## src/sv/sitda_pkg.sv

```systemverilog
// Shared constants and types for the signed integer to decimal text converter.
// No dependencies; imported by sitda_dabble and signed_int_to_decimal_ascii.
`timescale 1ns / 1ps

package sitda_pkg;

  // Width of the value field on the port, and the width actually converted.
  localparam int unsigned IN_WIDTH    = 64;
  localparam int unsigned VALUE_WIDTH = 64;

  // Decimal digits of the largest magnitude, 2^(VALUE_WIDTH-1).
  localparam int unsigned NUM_DIGITS  = ((VALUE_WIDTH - 1) * 30103) / 100000 + 1;
  localparam int unsigned BCD_WIDTH   = 4 * NUM_DIGITS;

  localparam int unsigned BIT_CNT_W   = $clog2(VALUE_WIDTH);
  localparam int unsigned DIG_CNT_W   = $clog2(NUM_DIGITS + 1);

  localparam int unsigned CHAR_WIDTH  = 6;
  localparam logic [CHAR_WIDTH-1:0] CHAR_ZERO  = 6'd48;
  localparam logic [CHAR_WIDTH-1:0] CHAR_MINUS = 6'd45;

  // Operation applied to the shift datapath in one cycle.
  typedef enum logic [1:0] {
    OP_HOLD,
    OP_LOAD,
    OP_DABBLE,
    OP_DIGIT
  } dab_op_e;

  typedef enum logic [2:0] {
    ST_IDLE,
    ST_CONV,
    ST_SIGN,
    ST_SKIP,
    ST_EMIT
  } state_e;

endpackage

```

## src/sv/signed_int_to_decimal_ascii.sv

```systemverilog
// Top level: signed integer to decimal ASCII text, one character per strobe.
// Depends on sitda_pkg and sitda_dabble.
`timescale 1ns / 1ps

//  channel   ports                          transaction
//  -------   ----------------------------   ------------------------------------------
//  command   start_i, busy_o, value_i       taken at an edge with start_i=1, busy_o=0
//  result    valid_o, character_o,          one character per valid_o cycle, always
//            is_last_o                      taken at the edge that ends that cycle
//
// busy_o stays high after a command is taken, through the shift-and-add-3 loop,
// one input bit per cycle, a state that shows the minus sign when the value is
// negative, the digit shift register, one decimal digit per cycle for skipped
// zeros and output, and a step that finds the first digit to show.
// Reset clears the sequencer and the result strobe; the datapath needs none.
// The receiver cannot stall: each character shows for exactly one cycle.
// busy_o falls in the cycle that shows the last character, so the next command
// may be taken at the edge that ends that cycle.

module signed_int_to_decimal_ascii (
  input  logic                              clk_i,
  input  logic                              rst_ni,
  input  logic                              start_i,
  output logic                              busy_o,
  input  logic [sitda_pkg::IN_WIDTH-1:0]    value_i,
  output logic                              valid_o,
  output logic [sitda_pkg::CHAR_WIDTH-1:0]  character_o,
  output logic                              is_last_o
);
  import sitda_pkg::*;

  state_e                 state_q, state_d;
  logic [BIT_CNT_W-1:0]   bit_cnt_q, bit_cnt_d;
  logic [DIG_CNT_W-1:0]   dig_cnt_q, dig_cnt_d;
  logic                   neg_q, neg_d;
  logic                   valid_q, valid_d;
  logic [CHAR_WIDTH-1:0]  char_q, char_d;
  logic                   last_q, last_d;
  dab_op_e                op;
  logic [3:0]             top_digit;
  logic                   lead_zero;

  sitda_dabble u_dabble (
    .clk_i       (clk_i),
    .op_i        (op),
    .raw_i       (value_i[VALUE_WIDTH-1:0]),
    .top_digit_o (top_digit)
  );

  // A leading zero is dropped unless it is the only digit left.
  assign lead_zero = (top_digit == 4'd0) && (dig_cnt_q > DIG_CNT_W'(1));

  // Next state.
  always_comb begin
    state_d = state_q;
    case (state_q)
      ST_IDLE: begin
        if (start_i) begin
          state_d = ST_CONV;
        end
      end
      ST_CONV: begin
        if (bit_cnt_q == '0) begin
          state_d = neg_q ? ST_SIGN : ST_SKIP;
        end
      end
      ST_SIGN: begin
        state_d = ST_SKIP;
      end
      ST_SKIP: begin
        if (!lead_zero) begin
          state_d = ST_EMIT;
        end
      end
      ST_EMIT: begin
        if (dig_cnt_q == DIG_CNT_W'(1)) begin
          state_d = ST_IDLE;
        end
      end
      default: begin
        state_d = ST_IDLE;
      end
    endcase
  end

  // Datapath control, counters and the result register.
  always_comb begin
    op        = OP_HOLD;
    bit_cnt_d = bit_cnt_q;
    dig_cnt_d = dig_cnt_q;
    neg_d     = neg_q;
    valid_d   = 1'b0;
    char_d    = char_q;
    last_d    = 1'b0;
    case (state_q)
      ST_IDLE: begin
        if (start_i) begin
          op        = OP_LOAD;
          neg_d     = value_i[VALUE_WIDTH-1];
          bit_cnt_d = BIT_CNT_W'(VALUE_WIDTH - 1);
        end
      end
      ST_CONV: begin
        op        = OP_DABBLE;
        bit_cnt_d = bit_cnt_q - BIT_CNT_W'(1);
        dig_cnt_d = DIG_CNT_W'(NUM_DIGITS);
      end
      ST_SIGN: begin
        valid_d = 1'b1;
        char_d  = CHAR_MINUS;
      end
      ST_SKIP: begin
        // Drop leading zeros one digit a cycle.
        if (lead_zero) begin
          op        = OP_DIGIT;
          dig_cnt_d = dig_cnt_q - DIG_CNT_W'(1);
        end
      end
      ST_EMIT: begin
        op        = OP_DIGIT;
        valid_d   = 1'b1;
        char_d    = CHAR_ZERO + {2'b00, top_digit};
        last_d    = (dig_cnt_q == DIG_CNT_W'(1));
        dig_cnt_d = dig_cnt_q - DIG_CNT_W'(1);
      end
      default: begin
        op = OP_HOLD;
      end
    endcase
  end

  always_ff @(posedge clk_i or negedge rst_ni) begin
    if (!rst_ni) begin
      state_q   <= ST_IDLE;
      bit_cnt_q <= '0;
      dig_cnt_q <= '0;
      neg_q     <= 1'b0;
      valid_q   <= 1'b0;
      last_q    <= 1'b0;
    end else begin
      state_q   <= state_d;
      bit_cnt_q <= bit_cnt_d;
      dig_cnt_q <= dig_cnt_d;
      neg_q     <= neg_d;
      valid_q   <= valid_d;
      last_q    <= last_d;
    end
  end

  // Character payload holds without reset.
  always_ff @(posedge clk_i) begin
    char_q <= char_d;
  end

  assign busy_o      = (state_q != ST_IDLE);
  assign valid_o     = valid_q;
  assign character_o = char_q;
  assign is_last_o   = last_q;

`ifndef ASSERT_OFF
  // A character only follows a cycle in which a command was in progress.
  a_valid_after_busy: assert property (@(posedge clk_i) disable iff (!rst_ni)
    valid_o |-> $past(busy_o))
    else $error("character strobed without a command in progress");

  // A taken command keeps the block busy and silent while it converts.
  a_start_busy: assert property (@(posedge clk_i) disable iff (!rst_ni)
    start_i && !busy_o |=> busy_o && !valid_o)
    else $error("accepted command did not start conversion");

  // The last character releases the block in the same cycle.
  a_last_frees: assert property (@(posedge clk_i) disable iff (!rst_ni)
    valid_o && is_last_o |-> !busy_o)
    else $error("block still busy after the last character");

  // A minus sign is never the final character.
  a_minus_not_last: assert property (@(posedge clk_i) disable iff (!rst_ni)
    valid_o && (character_o == CHAR_MINUS) |-> !is_last_o)
    else $error("minus sign flagged as last character");
`endif

endmodule

```

## src/sv/sitda_dabble.sv

```systemverilog
// Bit-serial binary to BCD shift datapath (shift-and-add-3), plus digit shift-out.
// Depends on sitda_pkg.
`timescale 1ns / 1ps

module sitda_dabble (
  input  logic                                clk_i,
  input  sitda_pkg::dab_op_e                  op_i,
  input  logic [sitda_pkg::VALUE_WIDTH-1:0]   raw_i,
  output logic [3:0]                          top_digit_o
);
  import sitda_pkg::*;

  logic [VALUE_WIDTH-1:0] bin_q, bin_d;
  logic [BCD_WIDTH-1:0]   bcd_q, bcd_d;
  logic [BCD_WIDTH-1:0]   adj;
  logic [VALUE_WIDTH-1:0] mag;

  // Two's complement magnitude; the most negative value wraps to 2^(W-1).
  always_comb begin
    if (raw_i[VALUE_WIDTH-1]) begin
      mag = (~raw_i) + {{(VALUE_WIDTH-1){1'b0}}, 1'b1};
    end else begin
      mag = raw_i;
    end
  end

  // Add 3 to every digit of five or more before the next doubling.
  always_comb begin
    for (int i = 0; i < NUM_DIGITS; i++) begin
      if (bcd_q[4*i +: 4] >= 4'd5) begin
        adj[4*i +: 4] = bcd_q[4*i +: 4] + 4'd3;
      end else begin
        adj[4*i +: 4] = bcd_q[4*i +: 4];
      end
    end
  end

  always_comb begin
    bin_d = bin_q;
    bcd_d = bcd_q;
    case (op_i)
      OP_LOAD: begin
        bin_d = mag;
        bcd_d = '0;
      end
      OP_DABBLE: begin
        bcd_d = {adj[BCD_WIDTH-2:0], bin_q[VALUE_WIDTH-1]};
        bin_d = {bin_q[VALUE_WIDTH-2:0], 1'b0};
      end
      OP_DIGIT: begin
        bcd_d = {bcd_q[BCD_WIDTH-5:0], 4'b0000};
      end
      default: begin
        bin_d = bin_q;
        bcd_d = bcd_q;
      end
    endcase
  end

  always_ff @(posedge clk_i) begin
    bin_q <= bin_d;
    bcd_q <= bcd_d;
  end

  assign top_digit_o = bcd_q[BCD_WIDTH-1 -: 4];

endmodule
```

## config.mk

```make
export PLATFORM = sky130hd
export DESIGN_NAME = signed_int_to_decimal_ascii
export DESIGN_NICKNAME = d
export VERILOG_FILES = /design/src/sv/sitda_pkg.sv /design/src/sv/signed_int_to_decimal_ascii.sv /design/src/sv/sitda_dabble.sv
export SDC_FILE = /design/constraint.sdc
export NUM_CORES = 1
export LEC_CHECK = 0
export ABC_AREA = 1
export ABC_CLOCK_PERIOD_IN_PS = 4100
export BUFFER_PORTS_ARGS = -buffer_cell sky130_fd_sc_hd__buf_2
export CORE_MARGIN = 1.5
export CORE_UTILIZATION = 62
export CTS_CLUSTER_SIZE = 20
export DETAILED_ROUTE_END_ITERATION = 10
export PLACE_DENSITY = 0.8
export SKIP_CTS_REPAIR_TIMING = 1
export SLEW_MARGIN = 20
export SYNTH_ARGS = -nofsm -noshare
export SYNTH_HDL_FRONTEND = slang
export SYNTH_HIERARCHICAL = 1
export SYNTH_SLANG_ARGS = --single-unit
```

## constraint.sdc

```tcl
create_clock -name clk_i -period 4.1 [get_ports clk_i]
set_clock_uncertainty 0.1 [all_clocks]
set_input_delay 0.82 -clock clk_i [delete_from_list [all_inputs] [get_ports clk_i]]
set_output_delay 0.82 -clock clk_i [all_outputs]
set_load 0.05 [all_outputs]
```

==> summary.md <==
| Metric | Value |
|---|---|
| Period utilization | `76.27%` |
| CP Max Fanout | `28` |
| Rows | `between 40 and 50` |
| First-pass iteration count of the detailed router | `5` |
| Nets | `1581` |
| Starting Density | `63.02%` |
| Final hold vios | `0` |
| WL/cell | `15.68 µm` |
| Syn_area_per_cell | `a little under 8 µm²` |
| Crit path buffers/inverters | `4` |
| Total negative slack | `0 ns` |
| Final setup viols | `0` |
| RD Place Congestion | `between 0.9 and 1` |
| Top delay family on crit path | `buffers and inverters` |
| Final WS setup | `~1 ns` |
| Clock buffer count from CTS | `17` |
| Largest cells by area after synthesis | `edfxtp_1 (40%), nand2_1 (12%), nor2_1 (6.5%)` |
| Core area | `around 17000 µm²` |
| Post-Syn Nets | `1521` |
| I/O pin count | `76` |
| Die Width | `135.4 µm` |
| GRT Residual Overflow | `0` |
| Die Ht | `~140 µm` |
| CP max-delay cell | `clkinv_1` |
| Initial antenna violation count | `0` |
| Vias per cell | `5.785` |
| Slew Limit Fails | `0` |
| Die ar. | `between 15000 and 20000 µm²` |
| MaxCap Viol Count | `0` |
| DP HPWL | `~19000 µm` |
| Share of cells above drive strength 1 | `11.82%` |
| CP Capture Type | `register` |
| Gr usage total | `30.18%` |
| CP Data Required Time | `between 4 and 5 ns` |
| Crit Path Category | `reg2reg` |
| Synth Register Bits | `162` |
| I/O Buffers | `74` |
| Critical Path Source Type | `register` |
| Worst slack at placement | `1.086 ns` |
| Syn Inst Count | `about 1400` |
| Largest vdd supply drop | `772.4 µV` |
| Min Tclk post-route | `roughly 3.1 ns` |
| Worst Tran Pin Value | `1.046 ns` |
| Clock Sinks | `between 150 and 200` |
| LEAKAGE | `5.223 nW` |
| Post-Syn Area | `10860 µm²` |
| Root Driver | `clkbuf_16` |
| RSZ-0062 raised after global routing | `false` |
| Worst rel slew slack | `between 30% and 40%` |
| Routed Antenna Nets | `0` |
| Type of the worst min-delay path | `in2async` |
| Outcome | `finished, final reports clean` |
| Cell taking the most area after synthesis | `edfxtp_1` |
| CP max stage delay | `0.58 ns` |
| CTS clock-pin slew for the worst setup and hold paths | `0.06 ns` |
| Fillcell total | `1378` |
| Vias in the first global route | `9142` |
| Cell breakdown of the critical path | `ha_1 > inv_1 > nor2_1 > nand2_1 > nand3_1 > nand2_2 > nand2_2 > inv_1 > ha_1 > clkinv_1 > buf_4 > o21ai_0` |
| YS warnings | `6` |
| CP arrival | `approximately 3.3 ns` |
| Vias | `about 9900` |
| Top-area cell type share of the netlist area | `40.09%` |
| Fmax | `between 300 and 400 MHz` |
| Post-route DRC | `0` |
| Yosys cell types | `39` |
| CTS tree | `built` |
| 1st-iter DRT viols | `890` |
| Total wire length | `26770 µm` |
| Sequential area share after synthesis | `approximately 44%` |
| Clk_lat worst skew | `between 0.4 and 0.5 ns` |
| Clock tree buffer depth | `2` |
| Largest net degree at the start of global routing | `between 100 and 150` |
| Area grow syn2layout | `10.85%` |
| First-pass GRT wire length | `roughly 43000 µm` |
| Pwr Density | `894.3 nW/µm²` |
| H-tree level count | `4` |
layout by cell type, fill, tap and decap left out, types with 13 or more instances in the layout:
cell and count:
nand2_1 343, nor2_1 188, inv_1 157, edfxtp_1 145
o21ai_0 137, nand3_1 131, buf_2 74, ha_1 44
a21oi_1 42, o22ai_1 24, xor2_1 20, clkbuf_16 18
dfrtp_1 17, nand4_1 15, nand2_2 14, or2_2 13
o32ai_1 13
power by group:
group          switching (mW)  internal (mW)  total, mW
Combinational            3.66           1.55       5.21
Clock                   0.670          0.958       1.63
Sequential              0.451           3.48       3.93
Total                    4.78           5.98       10.8
through the flow:
| stage | cells | total power, mW | instance area, µm² | hold WS (ns) | util (%) |
|---|---|---|---|---|---|
| after floorplan | 1408 | 7.713 | 10860 | 0.3614 | - |
| after global placement | 1674 | 8.851 | 11430 | 0.3842 | 66.31 |
| after detailed placement | 1674 | 9.070 | 11430 | 0.3882 | 66.31 |
| after CTS | 1706 | 10.74 | 12040 | 0.2128 | 69.84 |
| after global routing | 1706 | 11.62 | 12040 | 0.2242 | 69.84 |
| final | 1707 | 10.77 | 12040 | 0.2175 | 69.85 |
final timing paths:
check | from | end | slack [ns] | cells after the start
min in group clk_i | dig_cnt_q[1] | dig_cnt_q[1] | 0.40 | 2
max | dig_cnt_q[0] | u_dabble/bcd_q[16] | 0.97 | 12
min | rst_ni | bit_cnt_q[4] | 0.22 | 1
max in group asynchronous | rst_ni | dig_cnt_q[0] | 3.38 | 1
max reg2reg | dig_cnt_q[0] | u_dabble/bcd_q[16] | 0.97 | 12
min reg2reg | dig_cnt_q[1] | dig_cnt_q[1] | 0.40 | 2
cell families (layout without fill, tap and decap cells):
logic type      after synthesis  in the layout  synth area share, %
other cells                   1              2              0.03453
flops                       162            162                44.00
fa+ha+maj                    46             46                5.299
simple gates                735            735                29.26
mux                           1              1               0.1037
compound gates              233            233                11.92
buf+inv                     206            279                7.441
xor+xnor                     24             24                1.935
state kept, by name (all words and copies together) (netlist names):
signal	cells
is_last_o	1
character_o	5
u_dabble/bcd_q	76
state_q	3
bit_cnt_q	6
u_dabble/bin_q	64
valid_o	1
neg_q	1
dig_cnt_q	5
Yosys cell counts:
master / n
o21bai_1: 1
o211ai_1: 5
o21ai_2: 2
buf_4: 5
nand2_4: 3
clkbuf_1: 25
buf_1: 4
o21ai_1: 2
clkinv_1: 1
buf_6: 1
a22oi_1: 1
a31oi_1: 3
or2_2: 13
nand4_1: 15
edfxtp_1: 145
nor2_2: 8
xnor2_1: 4
o21ai_0: 137
ha_1: 46
o21ai_4: 1
o22ai_1: 24
inv_2: 4
nand3_1: 131
conb_1: 1
or2_0: 1
o31ai_2: 1
nand3b_1: 10
a21oi_1: 42
buf_2: 7
a211oi_1: 1
mux2_2: 1
nor2_4: 9
nor2_1: 188
inv_1: 159
xor2_1: 20
o32ai_1: 13
nand2_2: 14
nand2_1: 343
dfrtp_1: 17
final cells by class:
class                      instances  area [µm²]  share of cell area, %
timing repair buffer              83       462.9                  3.845
tap                              225       281.5                  2.338
sequential                       162        4780                  39.70
multi-input combinational       1040        5289                  43.93
antenna                            1       2.502                0.02078
inverter                         164       616.8                  5.123
clock buffer                      23       519.2                  4.313
clock inverter                     9       88.84                 0.7378
metal layers:
layer	vias to the layer above	wire length [µm]	share of wire (%)	track usage (%)
li1	4827	-	-	-
met1	4586	11610	43	40.88
met2	406	12480	47	48.98
met3	56	2014	7.5	4.676
met4	0	667	2.5	11.83
met5	-	0	0	0
(Power assumes the default switching activity.)
